[src/hw/rtl/bsr_pkg.sv]
package bsr_pkg;

  // field widths
  localparam int unsigned OpW     = 3;
  localparam int unsigned ByteW   = 8;
  localparam int unsigned AdcW    = 10;
  localparam int unsigned PtrW    = 4;
  localparam int unsigned MvW     = 16;

  // divider sizing: dividend is 1024 * reference
  localparam int unsigned DivShift = 10;
  localparam int unsigned DvdW     = MvW + DivShift;
  localparam int unsigned CntW     = $clog2(DvdW);
  localparam int unsigned VoltW    = 13;

  localparam int unsigned NumRegsDef = 12;

  // operations
  typedef enum logic [OpW-1:0] {
    OP_PTR   = 3'd0,
    OP_WRITE = 3'd1,
    OP_READ  = 3'd2,
    OP_ADC   = 3'd3,
    OP_TICK  = 3'd4
  } op_e;

  // register map
  localparam logic [PtrW-1:0] REG_STATUS  = 4'd0;
  localparam logic [PtrW-1:0] REG_SLEEP   = 4'd1;
  localparam logic [PtrW-1:0] REG_SHOWN_L = 4'd2;
  localparam logic [PtrW-1:0] REG_SHOWN_H = 4'd3;
  localparam logic [PtrW-1:0] REG_REF_L   = 4'd4;
  localparam logic [PtrW-1:0] REG_REF_H   = 4'd5;
  localparam logic [PtrW-1:0] REG_MIN_L   = 4'd6;
  localparam logic [PtrW-1:0] REG_MIN_H   = 4'd7;
  localparam logic [PtrW-1:0] REG_MAX_L   = 4'd8;
  localparam logic [PtrW-1:0] REG_MAX_H   = 4'd9;
  localparam logic [PtrW-1:0] REG_HYS_L   = 4'd10;
  localparam logic [PtrW-1:0] REG_HYS_H   = 4'd11;

  // reset values and plausibility limits in mV
  localparam logic [MvW-1:0] REF_RST   = 16'd1100;
  localparam logic [MvW-1:0] MIN_RST   = 16'd3700;
  localparam logic [MvW-1:0] MAX_RST   = 16'd4200;
  localparam logic [MvW-1:0] HYS_RST   = 16'd4000;
  localparam logic [VoltW-1:0] V_LOW   = 13'd1800;
  localparam logic [VoltW-1:0] V_HIGH  = 13'd5500;

  // divider handshake
  typedef struct packed {
    logic              start;
    logic [DvdW-1:0]   dividend;
    logic [AdcW-1:0]   divisor;
  } div_req_t;

  typedef struct packed {
    logic              done;
    logic [DvdW-1:0]   quotient;
  } div_rsp_t;

  typedef enum logic [1:0] {
    ST_IDLE,
    ST_DIV,
    ST_COMMIT
  } state_e;

endpackage

[src/hw/rtl/bsr_intf.sv]
interface bsr_in_if;
  import bsr_pkg::*;
  logic               valid;
  logic               ready;
  logic [OpW-1:0]     operation;
  logic [ByteW-1:0]   data_byte;
  logic [AdcW-1:0]    adc_value;

  modport source (output valid, output operation, output data_byte, output adc_value,
                  input ready);
  modport sink   (input valid, input operation, input data_byte, input adc_value,
                  output ready);
endinterface

interface bsr_out_if;
  import bsr_pkg::*;
  logic               valid;
  logic               ready;
  logic [ByteW-1:0]   read_data;
  logic               charge_enable;
  logic               rail_enable;
  logic               measurement_valid;
  logic               reconvert_request;
  logic               settings_dirty;
  logic               sleep_active;

  modport source (output valid, output read_data, output charge_enable,
                  output rail_enable, output measurement_valid,
                  output reconvert_request, output settings_dirty,
                  output sleep_active, input ready);
  modport sink   (input valid, input read_data, input charge_enable,
                  input rail_enable, input measurement_valid,
                  input reconvert_request, input settings_dirty,
                  input sleep_active, output ready);
endinterface

[src/hw/rtl/bsr_div.sv]
module bsr_div (
  input  logic               clk_i,
  input  logic               rst_ni,
  input  bsr_pkg::div_req_t  req_i,
  output bsr_pkg::div_rsp_t  rsp_o
);
  import bsr_pkg::*;

  logic              busy_q, busy_d;
  logic [CntW-1:0]   cnt_q, cnt_d;
  logic [AdcW-1:0]   rem_q, rem_d;
  logic [DvdW-1:0]   quo_q, quo_d;
  logic [AdcW-1:0]   dvs_q, dvs_d;
  logic              done_q, done_d;
  logic [AdcW:0]     trial;
  logic [AdcW:0]     diff;
  logic              fits;

  // one restoring step: bring down one dividend bit, try the subtract
  always_comb begin
    trial = {rem_q, quo_q[DvdW-1]};
    diff  = trial - {1'b0, dvs_q};
    fits  = (trial >= {1'b0, dvs_q});
  end

  always_comb begin
    busy_d = busy_q;
    cnt_d  = cnt_q;
    rem_d  = rem_q;
    quo_d  = quo_q;
    dvs_d  = dvs_q;
    done_d = 1'b0;
    if (req_i.start) begin
      busy_d = 1'b1;
      cnt_d  = CntW'(DvdW - 1);
      rem_d  = '0;
      quo_d  = req_i.dividend;
      dvs_d  = req_i.divisor;
    end else if (busy_q) begin
      rem_d = fits ? diff[AdcW-1:0] : trial[AdcW-1:0];
      quo_d = {quo_q[DvdW-2:0], fits};
      if (cnt_q == '0) begin
        busy_d = 1'b0;
        done_d = 1'b1;
      end else begin
        cnt_d = cnt_q - 1'b1;
      end
    end
  end

  // control state
  always_ff @(posedge clk_i or negedge rst_ni) begin
    if (!rst_ni) begin
      busy_q <= 1'b0;
      done_q <= 1'b0;
      cnt_q  <= '0;
    end else begin
      busy_q <= busy_d;
      done_q <= done_d;
      cnt_q  <= cnt_d;
    end
  end

  // datapath shift registers
  always_ff @(posedge clk_i) begin
    rem_q <= rem_d;
    quo_q <= quo_d;
    dvs_q <= dvs_d;
  end

  assign rsp_o.done     = done_q;
  assign rsp_o.quotient = quo_q;

endmodule

[src/hw/rtl/battery_supervisor_regs.sv]
// battery supervisor behind a byte-wide register file
// in_i carries one command per transfer: set pointer, write byte, read byte,
// adc sample or watchdog tick. out_o returns exactly one result per command:
// the read byte (zero unless a read) and the status flags after the update.
// both channels use valid/ready; a command is taken on valid & ready.
// bus and tick commands pass through the commit step to the output register;
// an awake adc sample with nonzero raw runs a bit-serial divider,
// one quotient bit per cycle over 26 bits, before its commit step.
// a new command is taken only once the previous one has committed;
// for adc samples the 26-step divider sets the sample rate.
// the input is accepted again as soon as a command commits, even while its
// result still sits in the output register. a stalled output holds its
// result and the next command waits in its commit step until it is taken.
// reset: pointer 0, sleep count 0, thresholds 1100/3700/4200/4000 mV,
// charging on, rail off, no valid reading, settings clean.
module battery_supervisor_regs #(
  parameter int unsigned NUM_REGS = bsr_pkg::NumRegsDef
) (
  input  logic        clk_i,
  input  logic        rst_ni,
  bsr_in_if.sink      in_i,
  bsr_out_if.source   out_o
);
  import bsr_pkg::*;

  state_e            state_q, state_d;
  logic [OpW-1:0]    op_q;
  logic [ByteW-1:0]  data_q;
  logic              raw_zero_q;

  logic [PtrW-1:0]   ptr_q, ptr_d;
  logic [ByteW-1:0]  sleep_q, sleep_d;
  logic [MvW-1:0]    ref_q, ref_d;
  logic [MvW-1:0]    min_q, min_d;
  logic [MvW-1:0]    max_q, max_d;
  logic [MvW-1:0]    hys_q, hys_d;
  logic [MvW-1:0]    supply_q, supply_d;
  logic [MvW-1:0]    shown_q, shown_d;
  logic              valid_q, valid_d;
  logic              charge_q, charge_d;
  logic              rail_q, rail_d;
  logic              dirty_q, dirty_d;

  logic              ovalid_q, ovalid_d;
  logic [ByteW-1:0]  rdata_q, rdata_d;
  logic              recon_q, recon_d;

  logic              in_fire;
  logic              out_free;
  logic              commit;
  logic              div_go;
  div_req_t          div_req;
  div_rsp_t          div_rsp;

  logic [PtrW:0]     ptr_inc;
  logic [PtrW-1:0]   ptr_next;
  logic              in_range;
  logic [ByteW-1:0]  rd_byte;
  logic [VoltW-1:0]  volt;
  logic [MvW-1:0]    volt_w;
  logic              plausible;

  assign in_i.ready = (state_q == ST_IDLE);
  assign in_fire    = in_i.valid & in_i.ready;
  assign out_free   = !ovalid_q || out_o.ready;
  assign commit     = (state_q == ST_COMMIT) && out_free;

  // start the divider right at the transfer for an awake nonzero sample
  assign div_go = in_fire && (in_i.operation == OP_ADC) && (sleep_q == '0)
                  && (in_i.adc_value != '0);
  assign div_req.start    = div_go;
  assign div_req.dividend = {ref_q, {DivShift{1'b0}}};
  assign div_req.divisor  = in_i.adc_value;

  bsr_div u_div (
    .clk_i  (clk_i),
    .rst_ni (rst_ni),
    .req_i  (div_req),
    .rsp_o  (div_rsp)
  );

  // sequencer
  always_comb begin
    state_d = state_q;
    unique case (state_q)
      ST_IDLE: begin
        if (in_fire) state_d = div_go ? ST_DIV : ST_COMMIT;
      end
      ST_DIV: begin
        if (div_rsp.done) state_d = ST_COMMIT;
      end
      ST_COMMIT: begin
        if (out_free) state_d = ST_IDLE;
      end
      default: state_d = ST_IDLE;
    endcase
  end

  // pointer increment with wrap
  always_comb begin
    ptr_inc  = {1'b0, ptr_q} + 1'b1;
    ptr_next = (ptr_inc >= (PtrW+1)'(NUM_REGS)) ? '0 : ptr_inc[PtrW-1:0];
    in_range = ({1'b0, ptr_q} < (PtrW+1)'(NUM_REGS));
  end

  // register read mux
  always_comb begin
    rd_byte = '0;
    if (in_range) begin
      unique case (ptr_q)
        REG_STATUS:  rd_byte = {{(ByteW-1){1'b0}}, valid_q};
        REG_SLEEP:   rd_byte = sleep_q;
        REG_SHOWN_L: rd_byte = shown_q[7:0];
        REG_SHOWN_H: rd_byte = shown_q[15:8];
        REG_REF_L:   rd_byte = ref_q[7:0];
        REG_REF_H:   rd_byte = ref_q[15:8];
        REG_MIN_L:   rd_byte = min_q[7:0];
        REG_MIN_H:   rd_byte = min_q[15:8];
        REG_MAX_L:   rd_byte = max_q[7:0];
        REG_MAX_H:   rd_byte = max_q[15:8];
        REG_HYS_L:   rd_byte = hys_q[7:0];
        REG_HYS_H:   rd_byte = hys_q[15:8];
        default:     rd_byte = '0;
      endcase
    end
  end

  // quotient check: fits in 13 bits and lies strictly inside the limits
  always_comb begin
    volt      = div_rsp.quotient[VoltW-1:0];
    volt_w    = {{(MvW-VoltW){1'b0}}, volt};
    plausible = (div_rsp.quotient[DvdW-1:VoltW] == '0) && (volt > V_LOW)
                && (volt < V_HIGH);
  end

  // state update at commit
  always_comb begin
    ptr_d    = ptr_q;
    sleep_d  = sleep_q;
    ref_d    = ref_q;
    min_d    = min_q;
    max_d    = max_q;
    hys_d    = hys_q;
    supply_d = supply_q;
    shown_d  = shown_q;
    valid_d  = valid_q;
    charge_d = charge_q;
    rail_d   = rail_q;
    dirty_d  = dirty_q;
    rdata_d  = '0;
    recon_d  = 1'b0;
    if (commit) begin
      case (op_q)
        OP_PTR: ptr_d = data_q[PtrW-1:0];
        OP_WRITE: begin
          ptr_d = ptr_next;
          if (in_range) begin
            case (ptr_q)
              REG_SLEEP: begin
                sleep_d = data_q;
                if (data_q != '0) begin
                  rail_d = 1'b0;
                  if (supply_q <= max_q) begin
                    shown_d = '0;
                    valid_d = 1'b0;
                  end
                end
              end
              REG_REF_L: begin ref_d[7:0]  = data_q; dirty_d = 1'b1; end
              REG_REF_H: begin ref_d[15:8] = data_q; dirty_d = 1'b1; end
              REG_MIN_L: begin min_d[7:0]  = data_q; dirty_d = 1'b1; end
              REG_MIN_H: begin min_d[15:8] = data_q; dirty_d = 1'b1; end
              REG_MAX_L: begin max_d[7:0]  = data_q; dirty_d = 1'b1; end
              REG_MAX_H: begin max_d[15:8] = data_q; dirty_d = 1'b1; end
              REG_HYS_L: begin hys_d[7:0]  = data_q; dirty_d = 1'b1; end
              REG_HYS_H: begin hys_d[15:8] = data_q; dirty_d = 1'b1; end
              default: ;
            endcase
          end
        end
        OP_READ: begin
          rdata_d = rd_byte;
          ptr_d   = ptr_next;
        end
        OP_ADC: begin
          if (sleep_q == '0) begin
            if (raw_zero_q || !plausible) begin
              recon_d = 1'b1;
            end else begin
              supply_d = volt_w;
              if (volt_w <= hys_q) charge_d = 1'b1;
              else if (volt_w >= max_q) charge_d = 1'b0;
              if (volt_w < min_q) begin
                rail_d  = 1'b0;
                shown_d = '0;
                valid_d = 1'b0;
              end else begin
                rail_d  = 1'b1;
                shown_d = volt_w;
                valid_d = 1'b1;
              end
            end
          end
        end
        OP_TICK: begin
          if (sleep_q != '0) sleep_d = sleep_q - 1'b1;
        end
        default: ;
      endcase
    end
  end

  // output register
  always_comb begin
    ovalid_d = ovalid_q;
    if (commit) ovalid_d = 1'b1;
    else if (out_o.ready) ovalid_d = 1'b0;
  end

  always_ff @(posedge clk_i or negedge rst_ni) begin
    if (!rst_ni) begin
      state_q  <= ST_IDLE;
      ptr_q    <= '0;
      sleep_q  <= '0;
      ref_q    <= REF_RST;
      min_q    <= MIN_RST;
      max_q    <= MAX_RST;
      hys_q    <= HYS_RST;
      supply_q <= '0;
      shown_q  <= '0;
      valid_q  <= 1'b0;
      charge_q <= 1'b1;
      rail_q   <= 1'b0;
      dirty_q  <= 1'b0;
      ovalid_q <= 1'b0;
    end else begin
      state_q  <= state_d;
      ptr_q    <= ptr_d;
      sleep_q  <= sleep_d;
      ref_q    <= ref_d;
      min_q    <= min_d;
      max_q    <= max_d;
      hys_q    <= hys_d;
      supply_q <= supply_d;
      shown_q  <= shown_d;
      valid_q  <= valid_d;
      charge_q <= charge_d;
      rail_q   <= rail_d;
      dirty_q  <= dirty_d;
      ovalid_q <= ovalid_d;
    end
  end

  // command capture and result payload
  always_ff @(posedge clk_i) begin
    if (in_fire) begin
      op_q       <= in_i.operation;
      data_q     <= in_i.data_byte;
      raw_zero_q <= (in_i.adc_value == '0);
    end
    if (commit) begin
      rdata_q <= rdata_d;
      recon_q <= recon_d;
    end
  end

  assign out_o.valid             = ovalid_q;
  assign out_o.read_data         = rdata_q;
  assign out_o.charge_enable     = charge_q;
  assign out_o.rail_enable       = rail_q;
  assign out_o.measurement_valid = valid_q;
  assign out_o.reconvert_request = recon_q;
  assign out_o.settings_dirty    = dirty_q;
  assign out_o.sleep_active      = (sleep_q != '0);

endmodule
[src/flat_wrapper.sv]
// flat-port wrapper written by rule: the top's interface ports become plain ports
module battery_supervisor_regs_flat import bsr_pkg::*;
#(
  parameter int unsigned NUM_REGS = bsr_pkg::NumRegsDef
)
  (clk_i, rst_ni, in_i_valid, in_i_operation, in_i_data_byte, in_i_adc_value, in_i_ready, out_o_valid, out_o_read_data, out_o_charge_enable, out_o_rail_enable, out_o_measurement_valid, out_o_reconvert_request, out_o_settings_dirty, out_o_sleep_active, out_o_ready);
  bsr_in_if in_i_i ();
  bsr_out_if out_o_i ();
  input  logic clk_i;
  input  logic rst_ni;
  input wire logic [$bits(in_i_i.valid)-1:0] in_i_valid;
  input wire logic [$bits(in_i_i.operation)-1:0] in_i_operation;
  input wire logic [$bits(in_i_i.data_byte)-1:0] in_i_data_byte;
  input wire logic [$bits(in_i_i.adc_value)-1:0] in_i_adc_value;
  output wire logic [$bits(in_i_i.ready)-1:0] in_i_ready;
  output wire logic [$bits(out_o_i.valid)-1:0] out_o_valid;
  output wire logic [$bits(out_o_i.read_data)-1:0] out_o_read_data;
  output wire logic [$bits(out_o_i.charge_enable)-1:0] out_o_charge_enable;
  output wire logic [$bits(out_o_i.rail_enable)-1:0] out_o_rail_enable;
  output wire logic [$bits(out_o_i.measurement_valid)-1:0] out_o_measurement_valid;
  output wire logic [$bits(out_o_i.reconvert_request)-1:0] out_o_reconvert_request;
  output wire logic [$bits(out_o_i.settings_dirty)-1:0] out_o_settings_dirty;
  output wire logic [$bits(out_o_i.sleep_active)-1:0] out_o_sleep_active;
  input wire logic [$bits(out_o_i.ready)-1:0] out_o_ready;
  assign in_i_i.valid = in_i_valid;
  assign in_i_i.operation = in_i_operation;
  assign in_i_i.data_byte = in_i_data_byte;
  assign in_i_i.adc_value = in_i_adc_value;
  assign in_i_ready = in_i_i.ready;
  assign out_o_valid = out_o_i.valid;
  assign out_o_read_data = out_o_i.read_data;
  assign out_o_charge_enable = out_o_i.charge_enable;
  assign out_o_rail_enable = out_o_i.rail_enable;
  assign out_o_measurement_valid = out_o_i.measurement_valid;
  assign out_o_reconvert_request = out_o_i.reconvert_request;
  assign out_o_settings_dirty = out_o_i.settings_dirty;
  assign out_o_sleep_active = out_o_i.sleep_active;
  assign out_o_i.ready = out_o_ready;
  battery_supervisor_regs #(.NUM_REGS(NUM_REGS)) u_core (.clk_i(clk_i), .rst_ni(rst_ni), .in_i(in_i_i), .out_o(out_o_i));
endmodule
[config.mk]
export PLATFORM = sky130hd
export DESIGN_NAME = battery_supervisor_regs_flat
export DESIGN_NICKNAME = d
export VERILOG_FILES = /design/src/hw/rtl/bsr_pkg.sv /design/src/hw/rtl/bsr_intf.sv /design/src/hw/rtl/bsr_div.sv /design/src/hw/rtl/battery_supervisor_regs.sv /design/src/flat_wrapper.sv
export SDC_FILE = /design/constraint.sdc
export NUM_CORES = 1
export LEC_CHECK = 0
export BUFFER_PORTS_ARGS = -buffer_cell sky130_fd_sc_hd__buf_4
export CELL_PAD_IN_SITES_DETAIL_PLACEMENT = 0
export CELL_PAD_IN_SITES_GLOBAL_PLACEMENT = 1
export CORE_UTILIZATION = 31
export DETAILED_ROUTE_END_ITERATION = 8
export PLACE_DENSITY = 0.64
export SYNTH_ARGS = -nofsm -noshare
export SYNTH_HDL_FRONTEND = slang
export SYNTH_HIERARCHICAL = 1
export SYNTH_SLANG_ARGS = --single-unit
[constraint.sdc]
create_clock -name clk_i -period 3.8 [get_ports clk_i]
set_input_delay 0.19 -clock clk_i [delete_from_list [all_inputs] [get_ports clk_i]]
set_output_delay 0.19 -clock clk_i [all_outputs]
set_load 0.03 [all_outputs]
==> impl_metrics.ini, run 1 <==
[die]
die_h_um = 183
coreArea_mm2 = 0.0325
die_x_um = 183
dieArea_mm2 = 0.0336
start_util_pct = 31.4
ios = 41
core.rowCount = 66

[synthesis]
yosysMostFrequentCell = mux2_2
ys_async_sr_fraction_pct = 63.4
synth_commonest_cells = mux2_2, dfrtp_1, inv_1, ha_1, edfxtp_1
seq_area_frac_synth_pct = 47.5
synth_top_family_by_area = multiplexers
synthFlopType = dfrtp_1
ys_seq_elements = 183
synthCells = 899
synth_fa_ha_area_share_pct = 9.16
synth_enable_flop_cells = 57
synthXorXnorAreaFrac_pct = 1.03
yosysUniqueCellTypes = 79
synth_compound_area_share_pct = 13.0
synth_top_area_share_pct = 23.1
avgSynthCellArea_um2 = 11.3
yosys.area_share.simple_pct = 10.4
yosysTopAreaCell = dfrtp_1
netlist_area_mm2 = 0.0102
synth_area_leaders = dfrtp_1, edfxtp_1, mux2_2, ha_1, dfstp_2
yosysWarnings = 6
synth.area.mux_share_pct = 14.0

[clock_network]
cts_tree = built
cts_max_level = 4
cts_setup_buffers = 0
cts_buffer_depth = 2
ctsResizeCount = 0
cts_hold_buf = 22
clock-sinks = 183
clk_transition_reported_paths_ns = 0.07
clock-root-buffer = clkbuf_16
clkLatencyLatePin_ns = 0.45
cts_buffers = 17

[timing]
fmax_mhz = 342
finClkSkew_ns = 0.0126
rsz0062_at_grt = no
fin_crit_ns = 2.92
final-max-slew-violation-count = 0
worst_pin_slew_ns = 1.04
max_slew_margin_pct = 29.9
finalCritPeriodShare_pct = 76.9
setup_tns_ns = 0
finalSetupViolCount = 0
finalHoldViolations = 0

[finish]
drive_above_1_share_pct = 23.5
area_growth_pct = 15.9
finalNonFillerCells = 1416
num_antenna_cells = 0
nets = 1060

[placement]
hpwl_um = 20100
dp_cells = 1362
gp_congestion = 0.806
numPortBuffers = 40

[drt]
drcViolationCount = 0
vias = 7198
wire_per_inst_um = 20.5
wl_um = 29000
first_pass_iters = 5
viasPerCell = 5.08
postRouteAntennaNets = 0
drt_iter0_drc = 565

[global_route]
grt_start_max_net_pins = 70
gr-usage-all-layers_pct = 18.0
grt_pass1_vias = 7192
grt_pass1_wl_um = 44700
grt.overflow.total = 0
antenna_found_initial = 0

[power_and_ir_drop]
seq_power_share_pct = 41.9
ir_drop_uv = 376
power.density_mw_per_mm2 = 570
p_int_uw = 4330
pwr-share-comb_pct = 30.9
p_sw_share_pct = 35.7
power_leakage_uw = 0.00511
netSwitchingPower_uw = 2400
clockPowerShare_pct = 27.3

[worst_setup_path]
cp_slowest_cell = or4b_4
worstPathRequired_ns = 4.13
path_max_fanout = 23
worst_path_most_repeated_cell = nand3_1
crit_type = flip-flop to flip-flop
startpoint_type = flip-flop
slowest_delay_ns = 0.52
critPathCaptureType = flip-flop
cp_cell_sequence = inv_1 > ha_1 > or4b_4 > nor4_4 > and4_2 > buf_4 > nor2_1 > nand3_1 > and2_1 > nand3_1 > xor2_1 > nand2b_1
arrival_ns = 3.25

[run_status]
status = finished, final reports clean

[hold_path]
hold_class = primary input to flip-flop

[run]
max_cap_violations = 0
==> power by group through the flow <==
stage / sequential, uW / combinational (uW) / clock [uW]
final: 2820 / 2080 / 1840
after global routing: 2870 / 2310 / 1950
after CTS: 2820 / 2070 / 1880
after detailed placement: 2850 / 2040 / 0
after global placement: 2850 / 2030 / 0
after floorplan: 2720 / 1450 / 0
==> per-stage QoR <==
step	hold WS [ns]	total power, uW	cell area [um2]	util, %	setup slack (ns)
after floorplan	-0.106	4170	10200	-	0.582
after global placement	0.369	4880	11000	33.9	0.990
after detailed placement	0.369	4900	11000	33.9	0.912
after CTS	0.0382	6770	11800	36.4	0.877
after global routing	0.0858	7130	11800	36.4	0.701
final	0.0591	6730	11800	36.4	0.877
==> final cells by class <==
type,count,area (um2)
fill,3203,20600
inverter,81,304
sequential,183,4840
multi-input combinational,603,4890
clock inverter,12,154
clock buffer,20,437
tap,442,553
timing repair buffer,75,631
==> critical path, delay by kind of cell (launching register included) <==
| kind | cells | cell delay, ns |
|---|---|---|
| fa+ha+maj | 1 | 0.20 |
| flops | 1 | 0.42 |
| xor+xnor | 1 | 0.15 |
| buf+inv | 2 | 0.36 |
| simple gates | 8 | 1.69 |
==> final timing paths <==
kind                                             start                     endpoint  slack, ns  cells after the start
max                                  u_core/sleep_q[0]        u_core/u_div/cnt_q[4]       0.88                     12
max reg2reg                          u_core/sleep_q[0]        u_core/u_div/cnt_q[4]       0.88                     12
min                                        out_o_ready           u_core/out_o.valid       0.06                      3
max in group asynchronous                       rst_ni             u_core/ref_q[10]       2.48                      3
min reg2reg                u_core/out_o.settings_dirty  u_core/out_o.settings_dirty       0.47                      1
min in group asynchronous                       rst_ni              u_core/hys_q[1]       0.40                      2
==> registers in the layout, indices dropped and copies added (netlist names), 8 cells and up <==
name,flops
u_core/data_q,8
u_core/ref_q,16
u_core/max_q,16
u_core/min_q,16
u_core/u_div/dvs_q,10
u_core/out_o.read_data,8
u_core/supply_q,13
u_core/sleep_q,8
u_core/shown_q,13
u_core/u_div/quo_q,26
u_core/u_div/rem_q,10
u_core/hys_q,16
==> layer usage <==
layer | part of all wire, % | up-vias | wire, um | global-route usage (%)
li1 | - | 3421 | - | -
met1 | 47 | 3619 | 13700 | 24.5
met3 | 3.3 | 34 | 960 | 3.20
met2 | 47 | 124 | 13700 | 28.6
met5 | 0 | - | 0 | 0
met4 | 2.2 | 0 | 625 | 6.53
==> cells in the final DEF, fill, tap and decap left out, drive strengths merged, types with 5 or more instances in the layout <==
cell type,instances
nor2,48
mux2i,22
nor3,16
inv,82
nand2,51
a22o,18
dfxtp,10
mux2,105
nand2b,18
and3,5
a21o,9
a222oi,17
dlygate4sd3,22
ha,73
dfrtp,94
nor2b,11
xor2,7
o21ai,21
edfxtp,57
nor4,10
conb,10
a21oi,34
dfstp,22
buf,53
clkbuf,20
xnor2,5
o31ai,5
and2,7
a211oi,19
a31oi,12
nand4,8
a22oi,11
clkinv,5
nand3,12
==> cells by family (layout without fill, tap and decap cells) <==
kind of cell / count (synthesis) / count (layout)
AOI/OAI and AO/OA: 177 / 177
xor gates and xnor gates: 12 / 12
adders and majority gates: 74 / 74
buffers and inverters: 122 / 188
DFF: 183 / 183
muxes: 127 / 127
other: 1 / 10
and+or+nand+nor: 203 / 203
No activity file was read; power rests on OpenSTA's default activity.
==> run 2: changes to the inputs <==
==> constraint.sdc (replaced) <==
create_clock -name clk_i -period 2.9 [get_ports clk_i]
set_input_delay 0.145 -clock clk_i [delete_from_list [all_inputs] [get_ports clk_i]]
set_output_delay 0.145 -clock clk_i [all_outputs]
set_load 0.03 [all_outputs]
==> impl_metrics.ini, run 2 (synthesis results as in run 1) <==
[run_status]
status = finished, final reports clean

[worst_setup_path]
arrival_ns = 3.02
r2r-start = u_core/sleep_q[1]
path_max_fanout = 16
slowest_delay_ns = 0.53
reg2reg_depth = 8
cp_cell_sequence = inv_1 > ha_1 > or4b_4 > nor4_4 > inv_2 > nor3_4 > nand4_4 > mux2_4
r2r_setup_slack_ns = 0.20
path_buf_inv = 2
worstPathRequired_ns = 3.22
crit_type = flip-flop to flip-flop
startpoint_type = flip-flop
reg2reg_to = u_core/supply_q[8]
critPathTopFamily = simple AND/OR/NAND/NOR gates
critPathCaptureType = flip-flop
cp_slowest_cell = or4b_4

[die]
die_h_um = 183
coreArea_mm2 = 0.0325
start_util_pct = 31.4
ios = 41
dieArea_mm2 = 0.0336
core.rowCount = 66
die_x_um = 183

[global_route]
grt_pass1_wl_um = 45200
gr-usage-all-layers_pct = 18.2
grt_pass1_vias = 7334
antenna_found_initial = 0
grt.overflow.total = 0
grt_start_max_net_pins = 48

[clock_network]
cts_hold_buf = 23
ctsResizeCount = 0
clock-root-buffer = clkbuf_16
cts_tree = built
clkLatencyLatePin_ns = 0.44
cts_max_level = 4
clock-sinks = 183
cts_buffer_depth = 2
cts_buffers = 17
cts_setup_buffers = 0
clk_transition_reported_paths_ns = 0.07

[finish]
num_antenna_cells = 0
final_common_cell = mux2_2
nets = 1095
drive_above_1_share_pct = 26.0
area_growth_pct = 18.2
largest_register = u_core/u_div/quo_q
mostFrequentLayoutCells = mux2_2, dfrtp_1, buf_4
largest_reg_flops = 26

[power_and_ir_drop]
power.density_mw_per_mm2 = 727
p_int_uw = 5570
netSwitchingPower_uw = 3190
p_total_uw = 8760
p_sw_share_pct = 36.4
pwr-share-comb_pct = 33.2
seq_power_share_pct = 41.8
power_leakage_uw = 0.00526
ir_drop_uv = 576
clockPowerShare_pct = 24.9

[hold_path]
min_from = in_i_valid
hold_class = primary input to flip-flop
hold_depth = 3
hold_end = u_core/state_q[1]

[timing]
rsz0062_at_grt = no
whs_ns = 0.0972
finalSetupViolCount = 0
finalCritPeriodShare_pct = 93.2
worst_pin_slew_ns = 0.746
finClkSkew_ns = 0.0150
final-max-slew-violation-count = 0
setup_tns_ns = 0
max_slew_margin_pct = 50.3
fmax_mhz = 370
fin_crit_ns = 2.70
finalHoldViolations = 0

[drt]
met1_length_um = 14100
dr.max_layer_used = met4
wire_per_inst_um = 20.4
postRouteAntennaNets = 0
viasPerCell = 5.10
vias = 7398
wl_um = 29600
drcViolationCount = 0
first_pass_iters = 6
drt_iter0_drc = 594
wl_met2_um = 13500
wl_met3_um = 1260

[placement]
gp_congestion = 0.859
hpwl_um = 21400
numPortBuffers = 40

[run]
max_cap_violations = 0
## run 2: changes by cell type in the layout (fill, tap and decap cells not counted), sizes merged
cell         previous run  this run
clkbuf                 20        21
buf                    53        87
bufinv                  3         0
clkinv                  5         6
inv                    82        83
dlygate4sd3            22        23
## run 2: layout make-up
cell class	count	area, um2
clock inverter	11	72.6
timing repair buffer	110	908
inverter	81	304
sequential	183	4840
clock buffer	21	462
fill	3178	20400
tap	442	553
multi-input combinational	603	4900
## run 2: worst max path at each step
stage | to | start | cells after the start
6_report | u_core/supply_q[8] | u_core/sleep_q[1] | 8
5_1_grt | u_core/supply_q[8] | u_core/sleep_q[1] | 8
4_1_cts | u_core/supply_q[10] | u_core/sleep_q[1] | 8
3_5_place_dp | u_core/supply_q[9] | u_core/sleep_q[1] | 8
3_3_place_gp | u_core/supply_q[8] | u_core/sleep_q[1] | 8
2_1_floorplan | u_core/u_div/cnt_q[4] | u_core/sleep_q[0] | 12
## run 2: worst min-delay path, cell delays in order
cell	delay, ns
buf_4	0.11
mux2i_1	0.14
o32ai_1	0.09
## run 2: power by group through the flow
stage / logic (uW) / registers (uW) / clock network (uW)
5_1_grt: 3200 / 3710 / 2340
4_1_cts: 2890 / 3660 / 2250
2_1_floorplan: 1910 / 3560 / 0
3_3_place_gp: 2840 / 3700 / 0
6_report: 2910 / 3660 / 2180
3_5_place_dp: 2850 / 3710 / 0
## run 2: per-stage QoR
step                setup WS [ns]  instance area (um2)  cells  utilization (%)
floorplan                  0.0136                10200    908                -
global placement            0.266                11300   1396             34.8
detailed placement          0.189                11300   1396             34.8
finish                      0.198                12000   1451             37.1
global route               0.0307                12000   1451             37.1
CTS                         0.169                12000   1451             37.1
## run 2: routing by layer
metal / vias to the layer above / global-route usage (%)
met5: - / 0
met2: 183 / 28.3
met1: 3683 / 25.1
met4: 0 / 6.17
li1: 3498 / -
met3: 34 / 3.51
==> run 3: changes to the inputs <==
--- a/config.mk
+++ b/config.mk
@@ -10,6 +10,7 @@
 export CELL_PAD_IN_SITES_GLOBAL_PLACEMENT = 1
 export CORE_UTILIZATION = 31
 export DETAILED_ROUTE_END_ITERATION = 8
+export MAX_ROUTING_LAYER = met4
 export PLACE_DENSITY = 0.64
 export SYNTH_ARGS = -nofsm -noshare
 export SYNTH_HDL_FRONTEND = slang
==> impl_metrics.ini, run 3 (synthesis results as in run 1) <==
[run_status]
status = finished, final reports clean

[hold_path]
hold_class = primary input to flip-flop

[finish]
num_antenna_cells = 0
n_fill_cell = 3178
drive_above_1_share_pct = 26.0
mostFrequentLayoutCells = mux2_2, dfrtp_1, buf_4
seq_area_mm2 = 0.00484
multi_input_area_mm2 = 0.00490
area_growth_pct = 18.2
final_common_cell = mux2_2
nets = 1095
largest_register = u_core/u_div/quo_q
utilization_pct = 37.1
largest_reg_flops = 26

[timing]
finClkSkew_ns = 0.0186
rsz0062_at_grt = no
fin_crit_ns = 2.71
finalSetupViolCount = 0
finalHoldViolations = 0
worst_pin_slew_ns = 0.735
fmax_mhz = 369
max_slew_margin_pct = 50.4
setup_tns_ns = 0
whs_ns = 0.102
finalCritPeriodShare_pct = 93.5
final-max-slew-violation-count = 0

[power_and_ir_drop]
p_total_uw = 8760
power.density_mw_per_mm2 = 727
ir_drop_uv = 576
power_leakage_uw = 0.00526

[worst_setup_path]
r2r-start = u_core/sleep_q[1]
path_max_fanout = 16
startpoint = u_core/sleep_q[1]
critPathCapture = u_core/supply_q[8]
r2r_setup_slack_ns = 0.19
reg2reg_to = u_core/supply_q[8]
reg2reg_depth = 8
startpoint_type = flip-flop
crit_type = flip-flop to flip-flop
worstPathRequired_ns = 3.22
critPathCaptureType = flip-flop
arrival_ns = 3.03

[clock_network]
cts_buffers = 17
cts_tree = built
cts_max_level = 4
clock-root-buffer = clkbuf_16
clock-sinks = 183
cts_buffer_depth = 2
clkLatencyLatePin_ns = 0.44
clk_transition_reported_paths_ns = 0.07
cts_setup_buffers = 0

[global_route]
gr-usage-all-layers_pct = 18.7
grt_pass1_wl_um = 45200
antenna_found_initial = 0
grt_pass1_vias = 7329
grt.overflow.total = 0
grt_start_max_net_pins = 48

[drt]
wl_um = 29600
postRouteAntennaNets = 0
drt_iter0_drc = 546
vias = 7437
drcViolationCount = 0
viasPerCell = 5.13
first_pass_iters = 8
wire_per_inst_um = 20.4

[placement]
hpwl_um = 21400
gp_congestion = 0.873
numPortBuffers = 40

[die]
core.rowCount = 66
ios = 41
die_x_um = 183
start_util_pct = 31.4
coreArea_mm2 = 0.0325
die_h_um = 183
dieArea_mm2 = 0.0336

[run]
max_cap_violations = 0
run 3: what timing repair did:
| item | CTS | global route |
|---|---|---|
| hold buffers | 23 | 0 |
| gates resized for setup | 0 | 0 |
| hold endpoints to repair | 57 | 0 |
run 3: layout make-up:
cell class	instances	share of cell area, %
Sequential cell	183	40.2
Timing Repair Buffer	110	7.54
Tap cell	442	4.59
Inverter	81	2.52
Clock inverter	11	0.602
Multi-Input combinational cell	603	40.7
Clock buffer	21	3.83
run 3: worst min path at each step:
stage | start | cells past startpoint | endpoint
after floorplan | rst_ni | 0 | u_core/hys_q[0]
after global placement | rst_ni | 1 | u_core/supply_q[1]
after detailed placement | rst_ni | 1 | u_core/supply_q[0]
after CTS | in_i_valid | 3 | u_core/state_q[1]
after global routing | in_i_valid | 3 | u_core/state_q[1]
final | in_i_valid | 3 | u_core/state_q[1]
run 3: metrics by stage:
stage          instances  area, um2  setup WS, ns
2_1_floorplan        908      10200        0.0136
3_3_place_gp        1396      11300         0.266
3_5_place_dp        1396      11300         0.189
4_1_cts             1451      12000         0.169
5_1_grt             1451      12000        0.0306
6_report            1451      12000         0.190
run 3: report_power, final:
part,leakage [uW],switching [uW],internal [uW]
sequential,0.00203,493,3170
clock,0.000254,1050,1150
combinational,0.00298,1660,1250
run 3: per-layer routing:
metal  global-route usage, %  wire length, um
met1                    25.2            14000
met2                    28.2            13500
met3                    3.28             1310
met4                    6.47              814
met5                       -                0
run 3: critical path, cell delays in order, from the launching register on:
cell and delay, ns:
dfrtp_1 0.41, inv_1 0.09, ha_1 0.21, or4b_4 0.53, nor4_4 0.24, inv_2 0.13
nor3_4 0.23, nand4_4 0.33, mux2_4 0.41
